`src/design/assert_macros.svh`:
```
// Assertion macros shared by the timer bank modules
`ifndef ASSERT_MACROS_SVH
`define ASSERT_MACROS_SVH
`ifndef SYNTHESIS
`define ASSERT_CLK(label, clk, rst_n, prop) \
  label: assert property (@(posedge clk) disable iff (!rst_n) prop) \
    else $error("assertion failed");
`define ASSERT_NEVER(label, clk, rst_n, expr) \
  label: assert property (@(posedge clk) disable iff (!rst_n) !(expr)) \
    else $error("forbidden condition");
`else
`define ASSERT_CLK(label, clk, rst_n, prop)
`define ASSERT_NEVER(label, clk, rst_n, expr)
`endif
`endif

```
`src/design/otb_pkg.sv`:
```
// ----------------------------------------------------------------------------
// otb_pkg
// Shared types and codes of the timer bank.
// ----------------------------------------------------------------------------
package otb_pkg;
  localparam int NUM_TIMERS_DEF = 16;

  localparam logic [2:0] OP_TICK   = 3'd0;
  localparam logic [2:0] OP_CREATE = 3'd1;
  localparam logic [2:0] OP_START  = 3'd2;
  localparam logic [2:0] OP_STOP   = 3'd3;
  localparam logic [2:0] OP_DELETE = 3'd4;
  localparam logic [2:0] OP_QUERY  = 3'd5;

  localparam logic [3:0] ST_OK       = 4'd0;
  localparam logic [3:0] ST_BAD_ID   = 4'd1;
  localparam logic [3:0] ST_INACTIVE = 4'd2;
  localparam logic [3:0] ST_BAD_MODE = 4'd3;
  localparam logic [3:0] ST_BAD_DLY  = 4'd4;
  localparam logic [3:0] ST_BAD_PER  = 4'd5;
  localparam logic [3:0] ST_NO_FREE  = 4'd6;
  localparam logic [3:0] ST_STOPPED_ALREADY = 4'd7;
  localparam logic [3:0] ST_NO_CB    = 4'd8;

  localparam logic [1:0] SS_UNUSED  = 2'd0;
  localparam logic [1:0] SS_STOPPED = 2'd1;
  localparam logic [1:0] SS_RUNNING = 2'd2;

  typedef struct packed {
    logic [3:0]  status;
    logic [3:0]  slot_id;
    logic [1:0]  slot_state;
    logic [31:0] remaining_ticks;
    logic        fired;
    logic [15:0] fire_tag;
    logic        last;
  } res_t;

  // controller -> datapath
  typedef struct packed {
    logic load;      // latch input word
    logic cmd;       // execute command on latched word
    logic scan;      // evaluate scan slot, emit if due
    logic scan_next; // advance scan index
    logic tick_done; // increment tick count
    logic emit_idle; // emit empty tick result
  } cmd_t;

  // datapath -> controller
  typedef struct packed {
    logic is_tick;
    logic scan_hit;
    logic scan_end;
    logic res_busy;
  } sts_t;
endpackage

```
`src/design/one_shot_periodic_timer_bank.sv`:
```
// ----------------------------------------------------------------------------
// one_shot_periodic_timer_bank
// Pool of one-shot and periodic timers with a free-slot stack.
// ----------------------------------------------------------------------------
// One word in at a time. A command goes through load, execute and a return
// to idle. A tick scans every slot, one per cycle while no result waits, and
// emits one result per expiring slot (or one empty result); out_stall holds
// the scan while a result waits.
module one_shot_periodic_timer_bank
  import otb_pkg::*;
#(
  parameter int NUM_TIMERS = NUM_TIMERS_DEF
) (
  input  logic        clk,
  input  logic        rst_n,
  input  logic        in_valid,
  output logic        in_stall,
  input  logic [2:0]  in_op,
  input  logic [7:0]  in_timer_id,
  input  logic [1:0]  in_timer_mode,
  input  logic [31:0] in_delay_ticks,
  input  logic [31:0] in_period_ticks,
  input  logic        in_has_callback,
  input  logic [15:0] in_callback_tag,
  input  logic [1:0]  in_stop_option,
  output logic        out_valid,
  input  logic        out_stall,
  output logic [3:0]  out_status,
  output logic [3:0]  out_slot_id,
  output logic [1:0]  out_slot_state,
  output logic [31:0] out_remaining_ticks,
  output logic        out_fired,
  output logic [15:0] out_fire_tag,
  output logic        out_last
);
  cmd_t cmd;
  sts_t sts;
  res_t res;

  otb_ctrl u_ctrl (
    .clk(clk), .rst_n(rst_n), .in_valid(in_valid), .in_stall(in_stall),
    .sts(sts), .cmd(cmd)
  );

  otb_dp #(.NUM_TIMERS(NUM_TIMERS)) u_dp (
    .clk(clk), .rst_n(rst_n), .cmd(cmd), .sts(sts),
    .in_op(in_op), .in_timer_id(in_timer_id), .in_timer_mode(in_timer_mode),
    .in_delay_ticks(in_delay_ticks), .in_period_ticks(in_period_ticks),
    .in_has_callback(in_has_callback), .in_callback_tag(in_callback_tag),
    .in_stop_option(in_stop_option),
    .out_valid(out_valid), .out_stall(out_stall), .res(res)
  );

  assign out_status          = res.status;
  assign out_slot_id         = res.slot_id;
  assign out_slot_state      = res.slot_state;
  assign out_remaining_ticks = res.remaining_ticks;
  assign out_fired           = res.fired;
  assign out_fire_tag        = res.fire_tag;
  assign out_last            = res.last;
endmodule

```
`src/design/otb_ctrl.sv`:
```
// ----------------------------------------------------------------------------
// otb_ctrl
// Sequencer: accepts a word, runs a command or a slot scan for a tick.
// ----------------------------------------------------------------------------
`include "assert_macros.svh"
module otb_ctrl
  import otb_pkg::*;
(
  input  logic clk,
  input  logic rst_n,
  input  logic in_valid,
  output logic in_stall,
  input  sts_t sts,
  output cmd_t cmd
);
  typedef enum logic [3:0] {
    S_IDLE = 4'b0001,
    S_CMD  = 4'b0010,
    S_SCAN = 4'b0100,
    S_WAIT = 4'b1000
  } state_t;

  state_t state_r, state_nxt;
  logic   hit_r, hit_nxt;

  always_comb begin
    state_nxt = state_r;
    hit_nxt   = hit_r;
    cmd       = '0;
    in_stall  = 1'b1;
    unique case (state_r)
      S_IDLE: begin
        in_stall = 1'b0;
        if (in_valid) begin
          cmd.load  = 1'b1;
          state_nxt = S_CMD;
        end
      end
      S_CMD: begin
        if (sts.is_tick) begin
          hit_nxt   = 1'b0;
          state_nxt = S_SCAN;
        end else if (!sts.res_busy) begin
          cmd.cmd   = 1'b1;
          state_nxt = S_WAIT;
        end
      end
      S_SCAN: begin
        if (!sts.res_busy) begin
          if (sts.scan_hit) begin
            cmd.scan = 1'b1;
            hit_nxt  = 1'b1;
          end
          if (sts.scan_end) begin
            cmd.tick_done = 1'b1;
            if (!hit_r && !sts.scan_hit) cmd.emit_idle = 1'b1;
            state_nxt = S_WAIT;
          end else begin
            cmd.scan_next = 1'b1;
          end
        end
      end
      S_WAIT: begin
        state_nxt = S_IDLE;
      end
      default: state_nxt = S_IDLE;
    endcase
  end

  always_ff @(posedge clk) begin
    if (!rst_n) begin
      state_r <= S_IDLE;
      hit_r   <= 1'b0;
    end else begin
      state_r <= state_nxt;
      hit_r   <= hit_nxt;
    end
  end

  `ASSERT_CLK(a_stall_busy, clk, rst_n, (state_r != S_IDLE) |-> in_stall)
  `ASSERT_NEVER(a_cmd_scan, clk, rst_n, cmd.cmd && cmd.scan)
  `ASSERT_CLK(a_load_goes, clk, rst_n, cmd.load |=> (state_r == S_CMD))
endmodule

```
`src/design/otb_dp.sv`:
```
// ----------------------------------------------------------------------------
// otb_dp
// Slot storage, free stack, tick counter and result register.
// ----------------------------------------------------------------------------
`include "assert_macros.svh"
module otb_dp
  import otb_pkg::*;
#(
  parameter int NUM_TIMERS = NUM_TIMERS_DEF
) (
  input  logic        clk,
  input  logic        rst_n,
  input  cmd_t        cmd,
  output sts_t        sts,
  input  logic [2:0]  in_op,
  input  logic [7:0]  in_timer_id,
  input  logic [1:0]  in_timer_mode,
  input  logic [31:0] in_delay_ticks,
  input  logic [31:0] in_period_ticks,
  input  logic        in_has_callback,
  input  logic [15:0] in_callback_tag,
  input  logic [1:0]  in_stop_option,
  output logic        out_valid,
  input  logic        out_stall,
  output res_t        res
);
  localparam int IW = (NUM_TIMERS > 1) ? $clog2(NUM_TIMERS) : 1;
  localparam int CW = $clog2(NUM_TIMERS + 1);

  logic [2:0]  op_r;
  logic [7:0]  id_r;
  logic [1:0]  mode_r;
  logic [31:0] dly_r, per_r;
  logic        cb_r;
  logic [15:0] tag_r;
  logic [1:0]  opt_r;

  logic [1:0]  stat_r   [NUM_TIMERS];
  logic        peri_r   [NUM_TIMERS];
  logic [31:0] sdly_r   [NUM_TIMERS];
  logic [31:0] sper_r   [NUM_TIMERS];
  logic [31:0] match_r  [NUM_TIMERS];
  logic        hcb_r    [NUM_TIMERS];
  logic [15:0] stag_r   [NUM_TIMERS];
  logic [IW-1:0] fstk_r [NUM_TIMERS];
  logic [CW-1:0] fcnt_r;
  logic [31:0] tick_r;
  logic [IW-1:0] scan_r;
  logic        ov_r;
  res_t        res_r;

  logic [IW-1:0] sid;
  logic          id_ok;
  assign id_ok = ({24'd0, id_r} < 32'(NUM_TIMERS));
  assign sid   = id_r[IW-1:0];

  // due slots; a later due slot keeps the current word from being the last
  logic [NUM_TIMERS-1:0] hit_vec;
  logic                  later_hit;
  always_comb begin
    later_hit = 1'b0;
    for (int i = 0; i < NUM_TIMERS; i++) begin
      hit_vec[i] = (stat_r[i] == SS_RUNNING) && (match_r[i] == tick_r);
      if ((i > int'(scan_r)) && hit_vec[i]) later_hit = 1'b1;
    end
  end

  logic scan_hit;
  assign scan_hit = hit_vec[scan_r];

  assign sts.is_tick  = (op_r == OP_TICK);
  assign sts.scan_hit = scan_hit;
  assign sts.scan_end = (32'(scan_r) == 32'(NUM_TIMERS - 1));
  assign sts.res_busy = ov_r && out_stall;

  // command decode
  res_t        r;
  logic        do_create, do_release, do_start, do_stop;
  logic [IW-1:0] rel_slot, new_slot;
  always_comb begin
    r = '0;
    r.last = 1'b1;
    do_create = 1'b0;
    do_release = 1'b0;
    do_start = 1'b0;
    do_stop = 1'b0;
    rel_slot = sid;
    new_slot = fstk_r[IW'(fcnt_r - CW'(1))];
    if (cmd.scan) begin
      r.slot_id = 4'(scan_r);
      r.fired   = hcb_r[scan_r];
      r.fire_tag = hcb_r[scan_r] ? stag_r[scan_r] : 16'd0;
      r.last    = !later_hit;
      if (peri_r[scan_r]) r.slot_state = SS_RUNNING;
      else begin
        r.slot_state = SS_UNUSED;
        do_release = 1'b1;
        rel_slot = scan_r;
      end
    end else if (cmd.emit_idle) begin
      r.last = 1'b1;
    end else if (op_r == OP_CREATE) begin
      if (fcnt_r == '0) r.status = ST_NO_FREE;
      else if (mode_r > 2'd1) r.status = ST_BAD_MODE;
      else if (mode_r == 2'd0 && dly_r == '0) r.status = ST_BAD_DLY;
      else if (mode_r == 2'd1 && per_r == '0) r.status = ST_BAD_PER;
      else begin
        do_create = 1'b1;
        r.slot_id = 4'(new_slot);
        r.slot_state = SS_STOPPED;
      end
    end else if (op_r > OP_QUERY) begin
      r.status = ST_BAD_MODE;
    end else if (!id_ok) begin
      r.status = ST_BAD_ID;
    end else begin
      r.slot_id = 4'(sid);
      if (op_r == OP_DELETE) begin
        do_release = (stat_r[sid] != SS_UNUSED);
      end else if (stat_r[sid] == SS_UNUSED) begin
        r.status = ST_INACTIVE;
      end else if (op_r == OP_START) begin
        do_start = 1'b1;
        r.slot_state = SS_RUNNING;
      end else if (op_r == OP_STOP) begin
        r.slot_state = SS_STOPPED;
        if (stat_r[sid] == SS_STOPPED) r.status = ST_STOPPED_ALREADY;
        else begin
          do_stop = 1'b1;
          if (!hcb_r[sid]) r.status = ST_NO_CB;
          else if (opt_r == 2'd1) begin
            r.fired = 1'b1;
            r.fire_tag = stag_r[sid];
          end else if (opt_r == 2'd2) begin
            r.fired = 1'b1;
            r.fire_tag = tag_r;
          end
        end
      end else begin
        r.slot_state = stat_r[sid];
        r.remaining_ticks = match_r[sid] - tick_r;
      end
    end
  end

  logic exec;
  assign exec = cmd.cmd || cmd.scan;

  always_ff @(posedge clk) begin
    if (cmd.load) begin
      op_r <= in_op; id_r <= in_timer_id; mode_r <= in_timer_mode;
      dly_r <= in_delay_ticks; per_r <= in_period_ticks;
      cb_r <= in_has_callback; tag_r <= in_callback_tag; opt_r <= in_stop_option;
    end
    if (exec || cmd.emit_idle) res_r <= r;
  end

  always_ff @(posedge clk) begin
    if (!rst_n) begin
      for (int i = 0; i < NUM_TIMERS; i++) begin
        stat_r[i] <= SS_UNUSED;
        fstk_r[i] <= IW'(NUM_TIMERS - 1 - i);
      end
      fcnt_r <= CW'(NUM_TIMERS);
      tick_r <= '0;
      scan_r <= '0;
      ov_r   <= 1'b0;
    end else begin
      if (exec || cmd.emit_idle) ov_r <= 1'b1;
      else if (!out_stall) ov_r <= 1'b0;
      if (cmd.load) scan_r <= '0;
      else if (cmd.scan_next) scan_r <= scan_r + IW'(1);
      if (cmd.tick_done) tick_r <= tick_r + 32'd1;
      if (exec) begin
        if (do_create) begin
          fcnt_r <= fcnt_r - CW'(1);
          stat_r[new_slot] <= SS_STOPPED;
          peri_r[new_slot] <= mode_r[0];
          sdly_r[new_slot] <= dly_r;
          sper_r[new_slot] <= per_r;
          match_r[new_slot] <= '0;
          hcb_r[new_slot] <= cb_r;
          stag_r[new_slot] <= tag_r;
        end
        if (do_release) begin
          stat_r[rel_slot] <= SS_UNUSED;
          peri_r[rel_slot] <= 1'b0;
          sdly_r[rel_slot] <= '0;
          sper_r[rel_slot] <= '0;
          match_r[rel_slot] <= '0;
          hcb_r[rel_slot] <= 1'b0;
          stag_r[rel_slot] <= '0;
          if (32'(fcnt_r) < 32'(NUM_TIMERS)) begin
            fstk_r[IW'(fcnt_r)] <= rel_slot;
            fcnt_r <= fcnt_r + CW'(1);
          end
        end
        if (cmd.scan && peri_r[scan_r]) match_r[scan_r] <= tick_r + sper_r[scan_r];
        if (do_start) begin
          stat_r[sid] <= SS_RUNNING;
          match_r[sid] <= tick_r + sdly_r[sid];
        end
        if (do_stop) stat_r[sid] <= SS_STOPPED;
      end
    end
  end

  assign out_valid = ov_r;
  assign res = res_r;

  `ASSERT_NEVER(a_fcnt_range, clk, rst_n, 32'(fcnt_r) > 32'(NUM_TIMERS))
  `ASSERT_NEVER(a_no_overwrite, clk, rst_n, (exec || cmd.emit_idle) && ov_r && out_stall)
  `ASSERT_CLK(a_res_hold, clk, rst_n, (ov_r && out_stall) |=> (ov_r && $stable(res_r)))
endmodule

```
`config.mk`:
```
export PLATFORM = sky130hd
export DESIGN_NAME = one_shot_periodic_timer_bank
export DESIGN_NICKNAME = d
export VERILOG_FILES = /design/src/design/otb_pkg.sv /design/src/design/one_shot_periodic_timer_bank.sv /design/src/design/otb_ctrl.sv /design/src/design/otb_dp.sv
export VERILOG_INCLUDE_DIRS = /design/src /design/src/design
export SDC_FILE = /design/constraint.sdc
export NUM_CORES = 2
export LEC_CHECK = 0
export ABC_AREA = 1
export BUFFER_PORTS_ARGS = -buffer_cell sky130_fd_sc_hd__buf_2
export CAP_MARGIN = 20
export CORE_ASPECT_RATIO = 1.1
export CORE_MARGIN = 4
export CORE_UTILIZATION = 53
export DETAILED_ROUTE_END_ITERATION = 10
export PLACE_DENSITY = 0.71
export SYNTH_ARGS = -nofsm -noshare
export SYNTH_HDL_FRONTEND = slang
export SYNTH_SLANG_ARGS = --single-unit
export TNS_END_PERCENT = 10
```
`constraint.sdc`:
```
create_clock -name clk -period 11.15 [get_ports clk]
set_input_delay 1.6725 -clock clk [delete_from_list [all_inputs] [get_ports clk]]
set_output_delay 1.6725 -clock clk [all_outputs]
set_load 0.05 [all_outputs]
```
==> Word-level counts from Yosys, hierarchy flattened <==
Memories as Yosys holds them, arrays and structs flattened. A register that Yosys moved wholly into a read port is not among the register bits.
Index checks and enable logic that the tools add are counted.
{ "totals": {"input_bits": 100, "register_bits": 203, "out_inout_bits": 62, "wordCells": 366, "n_memories": 8, "mem_bits_rw": 1920} }
{ "classes": {"add_sub_neg": 7, "eq_ne": 51, "n_bitwise": 3, "n_lt_le_gt_ge": 20, "mux": 190, "reduce_logical": 66} }
{ "mem_list": {"columns": ["memory", "words", "word_bits", "rd", "rd_ports_with_merged_regs", "wr", "line", "source"], "rows": [
  ["u_dp.match_r", 16, 32, 17, 1, 1, "otb_dp.sv:42", "logic [31:0] match_r [NUM_TIMERS];"],
  ["u_dp.sdly_r", 16, 32, 1, 1, 1, "otb_dp.sv:40", "logic [31:0] sdly_r [NUM_TIMERS];"],
  ["u_dp.sper_r", 16, 32, 1, 1, 1, "otb_dp.sv:41", "logic [31:0] sper_r [NUM_TIMERS];"],
  ["u_dp.stag_r", 16, 16, 2, 2, 1, "otb_dp.sv:44", "logic [15:0] stag_r [NUM_TIMERS];"],
  ["u_dp.fstk_r", 16, 4, 1, 0, 16, "otb_dp.sv:45", "logic [IW-1:0] fstk_r [NUM_TIMERS];"],
  ["u_dp.stat_r", 16, 2, 17, 1, 16, "otb_dp.sv:38", "logic [1:0] stat_r [NUM_TIMERS];"],
  ["+2 memories", null, null, null, null, null, null, null]
]} }
{ "op_table": {"columns": ["cell", "n"], "rows": [
  ["$eq 32x32->1", 16],
  ["$mux 32", 6],
  ["$mux 4", 46],
  ["$mux 55", 3],
  ["$reduce_or 32->1", 5],
  ["$mux 1", 102],
  ["$mux 51", 2],
  ["$mux 49", 2],
  ["$mux 17", 5],
  ["$add 32x32->32", 2],
  ["$logic_not 32->1", 2],
  ["$logic_and 1x1->1", 36],
  ["$eq 2x2->1 const B", 17],
  ["$add 32x1->32 const B", 1],
  ["$gt 4x4->1 const A", 8],
  ["$mux 16", 2],
  ["$sub 32x32->32", 1],
  ["$mux 6", 5],
  ["$mux 18", 1],
  ["$gt 3x4->1 const A", 4],
  ["$mux 2", 8],
  ["$reduce_or 16->1", 1],
  ["$mux 5", 3],
  ["$pmux 4 s3", 1],
  ["38 further kinds", 58]
]} }

==> Depth between registers and ports, before layout <==
An unclocked memory read counts as a cell.
{ "logic_depth": {"ltp_word": 21, "ltp_mapped": 33, "ltp_nobuf": 28} }

==> Hierarchy <==
Synthesis repeated with hierarchy kept, for this count alone.
{ "hier_totals": {"cells_unflattened": 9414, "area_unflattened_um2": 100032.2} }
{ "by_module_without_submodules": {"columns": ["mod", "cells_per_inst", "instances", "area_each_um2", "seq_area_each_um2"], "rows": [
  ["otb_dp", 9368, 1, 99720.6, 63340.7],
  ["otb_ctrl", 46, 1, 311.5, 100.1]
]} }

==> Worst setup path after synthesis <==
OpenSTA, ideal clock, no wires.
{ "synth_path": {"path_type": "input -> register", "from": "in out_stall", "to": "mem u_dp.hcb_r[14], enable pin", "cell_stages": 13, "path_slack_ps": 1857, "setup_time_ps": 623, "t_required_ps": 10527, "arrival_time_ps": 8670, "n_path_buf": 0, "cell_sequence": "nand2_1 > inv_1 > nor2_1 > nand2_1 > nor2_1 > nand2_4 > nand3_1 > nand2_4 > nand3_1 > nand2_1 > inv_1 > nand3_1 > nor3_1"} }
{ "synth_between": {"elab_chain_cells": 11, "word_cells_on_any_way": 23, "classes_between": "20 x mux; 3 x reduce/logical"} }
{ "synth_lines": {"columns": ["item", "line", "source"], "rows": [
  ["from (decl)", "one_shot_periodic_timer_bank.sv:27", "input logic out_stall,"],
  ["$logic_and 1x1->1 (*)", "otb_dp.sv:74", "assign sts.res_busy = ov_r && out_stall;"],
  ["$mux 4", "otb_ctrl.sv:49", "if (!sts.res_busy) begin"],
  ["$mux 4", "otb_ctrl.sv:31", "unique case (state_r)"],
  ["$mux 1", "otb_dp.sv:100", "end else if (cmd.emit_idle) begin"],
  ["$mux 1", "otb_dp.sv:89", "if (cmd.scan) begin"],
  ["$mux 1", "otb_dp.sv:185", "if (do_release) begin"],
  ["$mux 1", "otb_dp.sv:174", "if (exec) begin"],
  ["$mux 1", "otb_dp.sv:159", "if (!rst_n) begin"],
  ["$mux 1 (implied by the code)", "otb_dp.sv:191", "hcb_r[rel_slot] <= 1'b0;"],
  ["$reduce_or 1->1 (no source line)", null, null],
  ["$mux 4 (no source line) or $mux 1 (tied branches)", null, null],
  ["to (decl)", "otb_dp.sv:43", "logic hcb_r [NUM_TIMERS];"]
]} }
Every way passes the cells marked *; elsewhere a longest branch is shown, timed or not.

==> Worst setup path after layout <==
{ "layout_path": {"from": "reg u_dp.tick_r[8]", "to": "mem u_dp.sdly_r[4][4], enable pin"} }
{ "layout_between": {"elab_chain_cells": 18, "word_cells_on_any_way": 58, "classes_between": "16 x eq/ne; 22 x mux; 20 x reduce/logical"} }
{ "layout_lines": {"columns": ["item", "line", "source"], "rows": [
  ["from (decl)", "otb_dp.sv:47", "logic [31:0] tick_r;"],
  ["from (signal assigned)", "otb_dp.sv:173", "if (cmd.tick_done) tick_r <= tick_r + 32'd1;"],
  ["$eq 32x32->1", "otb_dp.sv:63", "hit_vec[i] = (stat_r[i] == SS_RUNNING) && (match_r[i] == tick_r);"],
  ["$logic_and 1x1->1", "otb_dp.sv:63", null],
  ["$bmux 1 s4 (*)", "otb_dp.sv:69", "assign scan_hit = hit_vec[scan_r];"],
  ["$mux 1 (implied by the code) (*)", "otb_dp.sv:69", null],
  ["$logic_not 1->1", "otb_ctrl.sv:56", "if (!hit_r && !sts.scan_hit) cmd.emit_idle = 1'b1;"],
  ["$logic_and 1x1->1", "otb_ctrl.sv:56", null],
  ["$mux 1", "otb_ctrl.sv:56", null],
  ["$mux 2", "otb_ctrl.sv:54", "if (sts.scan_end) begin"],
  ["(+2 left out)", null, null],
  ["$mux 1", "otb_dp.sv:100", null],
  ["$mux 1", "otb_dp.sv:89", null],
  ["$mux 1", "otb_dp.sv:185", null],
  ["$mux 1", "otb_dp.sv:174", null],
  ["$mux 1", "otb_dp.sv:159", null],
  ["$mux 1 (implied by the code)", "otb_dp.sv:188", "sdly_r[rel_slot] <= '0;"],
  ["$reduce_or 32->1 (no source line)", null, null],
  ["$mux 4 (no source line) or $mux 1 (tied branches)", null, null],
  ["to (decl)", "otb_dp.sv:40", null]
]} }
Every way passes the cells marked *; elsewhere a longest branch is shown, timed or not. The select of a mux whose other input is x is not followed.

==> impl_metrics.toml <==
[status]
run_status = "complete, no violations"

[placement]
gp_congestion = 1.055
place_ws_ns = 4.207
hpwl_um = 257900
portBuffers = 161

[min_path]
hp-class = "reg -> reg"
holdPathStages = 1

[route]
post-route-drc-count = 0
wirelength_um = 404400
drt_pre_antenna_iters = 9
drt_iter0_markers = 12381
ant_nets = 0
vias = 80646
via_per_inst = 6.490
wire_per_inst_um = 32.54

[cells_and_area]
fin_nets = 9908
area_growth_pct = 10.46
drive_above_1_share = 0.08150
n_fill_cell = 15606

[logic_synthesis]
synth_enable_flop_cells = 2076
synth_top_family_by_area = "compound AO/OA/AOI/OAI gates"
synth_common_cells = "2076 x edfxtp_1, 1330 x nand2_1, 1242 x o21ai_0"
syn_inst = 9705
synthMuxAreaShare = 0.01744
async_flop_share = 0
synth-warning-count = 0
synth_top_area_cell = "edfxtp_1"
ys.flop_type = "edfxtp_1"
netlist_top_cells_area = "edfxtp_1 61%, o21ai_0 6.1%, nand2_1 4.9%"
yosysMostFrequentCell = "edfxtp_1"
ys_ff_latch = 2131
netlist_area_mm2 = 0.1016
synth_compound_area_frac = 0.1463
synth_top_area_frac = 0.6138
syn_area_per_cell_um2 = 10.47
synth-adder-area-share = 0.01340
synth.distinct_cells = 66
synth-simple-area-share = 0.1237
post_synth_xor_area_fraction = 0.01759
synthesis.nets = 9912
yosysSeqAreaShare = 0.6246

[worst_setup_path]
worst-setup-path-type = "reg -> reg"
r2r_cells = 25
arrival_ns = 7.66
crit_slowest_cell = "dfxtp_1"
cpPeakStageDelay_ns = 1.10
critPathCaptureType = "flip-flop"
critPathMaxFanout = 43
cpMostUsedCell = "nand2_1"
path_buf_inv = 5
required_ns = 11.67
crit_family = "simple AND/OR/NAND/NOR gates"
crit_cells = 25
start_kind = "flip-flop"

[clocking]
clk_latency_ns = 0.92
holdBufCountCts = 0
cts_buffers = 212
cts_tree = "yes"
cts_max_level = 4
cts_buffer_depth = 3
clk_pin_slew_ns = 0.06
clock_sinks = 2131
cts_setup_buffers = 0
cts_resized = 0
cts_root_buf = "clkbuf_16"

[floorplan]
die_w_um = 425.4
coreArea_mm2 = 0.1907
pin_count = 162
dieHeight_um = 467.1
die_area_mm2 = 0.1987
rows = 168
start_util = 0.5327

[global_route]
grt_pass1_wl_um = 559300
antenna_found_initial = 26
grt_start_max_net_pins = 177
gr-usage-all-layers = 0.3983
grt_pass1_vias = 75937
gr-total-overflow = 0

[timing]
worst_pin_slew_ns = 1.267
min_period_over_period = 0.6405
holdWs_ns = 0.4619
relSlewSlack = 0.1554
fin_crit_ns = 7.142
fin_worst_skew_ns = 0.05530
finalSetupViolCount = 0
fmax_mhz = 140.0
tns_ns = 0
final-hold-violation-count = 0
rsz0062_at_grt = "false"
layout_setup_ws_ns = 4.008
drv_slew = 0

[power]
finalPower_mw = 17.98
leakage_nw = 39.94
vdd_drop_max_mv = 0.1737
p_per_area_mw_per_mm2 = 160.3

[flow_run]
cap_violations = 0
per-stage QoR:
stage	area [um2]	utilization	instances
after floorplan	101600	-	9705
after global placement	105100	0.5515	12024
after detailed placement	105200	0.5519	12029
after CTS	112100	0.5879	12407
after global routing	112200	0.5883	12416
final	112200	0.5885	12426
layout make-up:
cell class	instances	area, um2	area share
multi-input cells	6120	32690	0.2914
well taps	2550	3191	0.02844
repair buffers	360	2629	0.02343
flip-flops and latches	2131	63470	0.5657
clock inverters	118	1299	0.01158
diodes	11	27.53	0.0002454
clock buffers	260	5569	0.04964
inverters	876	3319	0.02959
worst reg2reg max path: stages (launching register included):
cell and delay (ns):
dfxtp_1 1.10, buf_4 0.46, inv_2 0.31, nand2_1 0.15, nand2_1 0.06, nor2_1 0.08, nand2_1 0.06, nor2_1 0.11
nand2_1 0.16, nor2_1 0.44, nand3_1 0.13, nand2_1 0.10, inv_1 0.05, nand2_1 0.07, nor2_2 0.05, nand2_4 0.09
nand2_4 0.07, nor2_2 0.16, nand3_1 0.09, nand2_1 0.59, nand3_1 0.23, nand2_2 0.24, nand3_1 0.28, nor2_4 0.24
buf_4 0.58, buf_4 0.81
final timing paths:
| path | start | to | slack (ns) |
|---|---|---|---|
| setup / recovery | u_dp.tick_r[8] | u_dp.sdly_r[4][4] | 4.01 |
| hold / removal | u_dp.tick_r[28] | u_dp.tick_r[28] | 0.46 |
| hold reg to reg | u_dp.tick_r[28] | u_dp.tick_r[28] | 0.46 |
| setup reg to reg | u_dp.tick_r[8] | u_dp.sdly_r[4][4] | 4.01 |
placed cells by master (no fill, tap or decap), types with 15 or more instances in the layout:
master and n:
a21oi_1 676, a31oi_1 24, buf_12 23, buf_2 162, buf_4 169, bufinv_16 20, clkbuf_1 43, clkbuf_16 215
clkinv_1 43, clkinv_2 36, dfxtp_1 46, edfxtp_1 2076, ha_1 104, inv_1 838, inv_2 26, mux2i_1 177
nand2_1 1329, nand3_1 364, nand4_1 103, nor2_1 990, nor2_4 34, nor3_1 79, nor4_1 42, o211ai_1 279
o21a_1 15, o21ai_0 1237, o21ai_1 21, o221ai_1 136, o22ai_1 112, or2_2 18, xnor2_1 116, xor2_1 88
where the power goes:
| part | total, mW | internal [mW] | switching, mW |
|---|---|---|---|
| registers | 8.90 | 8.84 | 0.0590 |
| logic | 1.92 | 0.456 | 1.46 |
| clock network | 7.17 | 4.01 | 3.15 |
| total | 18.0 | 13.3 | 4.68 |
flip-flops by register name, indices dropped and copies added, names as in the netlist, named ones only:
| signal | count |
|---|---|
| u_dp.hcb_r | 16 |
| u_dp.stat_r | 32 |
| u_dp.opt_r | 2 |
| u_dp.scan_r | 4 |
| u_dp.per_r | 32 |
| u_dp.tag_r | 16 |
| u_dp.cb_r | 1 |
| u_ctrl.hit_r | 1 |
| u_dp.res | 60 |
| u_dp.fstk_r | 64 |
| u_dp.dly_r | 32 |
| u_dp.tick_r | 32 |
| u_dp.match_r | 512 |
| u_dp.mode_r | 2 |
| u_dp.id_r | 8 |
| u_dp.stag_r | 256 |
| u_dp.fcnt_r | 5 |
| u_dp.op_r | 3 |
| u_dp.sper_r | 512 |
| u_dp.sdly_r | 512 |
| u_dp.out_valid | 1 |
| u_ctrl.state_r | 4 |
| u_dp.peri_r | 16 |
cells by family (layout without fill, tap and decap cells):
logic type	count (synthesis)	count (layout)
compound gates	2612	2612
xor+xnor	204	204
fa+ha+maj	107	107
buf+inv	1454	1614
flops	2131	2131
mux	177	177
other cells	0	11
simple gates	3020	3020
metal layers:
layer	global-route usage	up-vias	share of wire
met2	0.6035	5690	0.44
met4	0.2746	8	0.083
met3	0.08968	1171	0.11
met1	0.5119	39184	0.36
met5	0	-	0.00015
li1	-	34593	-
No activity file was read; power rests on OpenSTA's default activity.
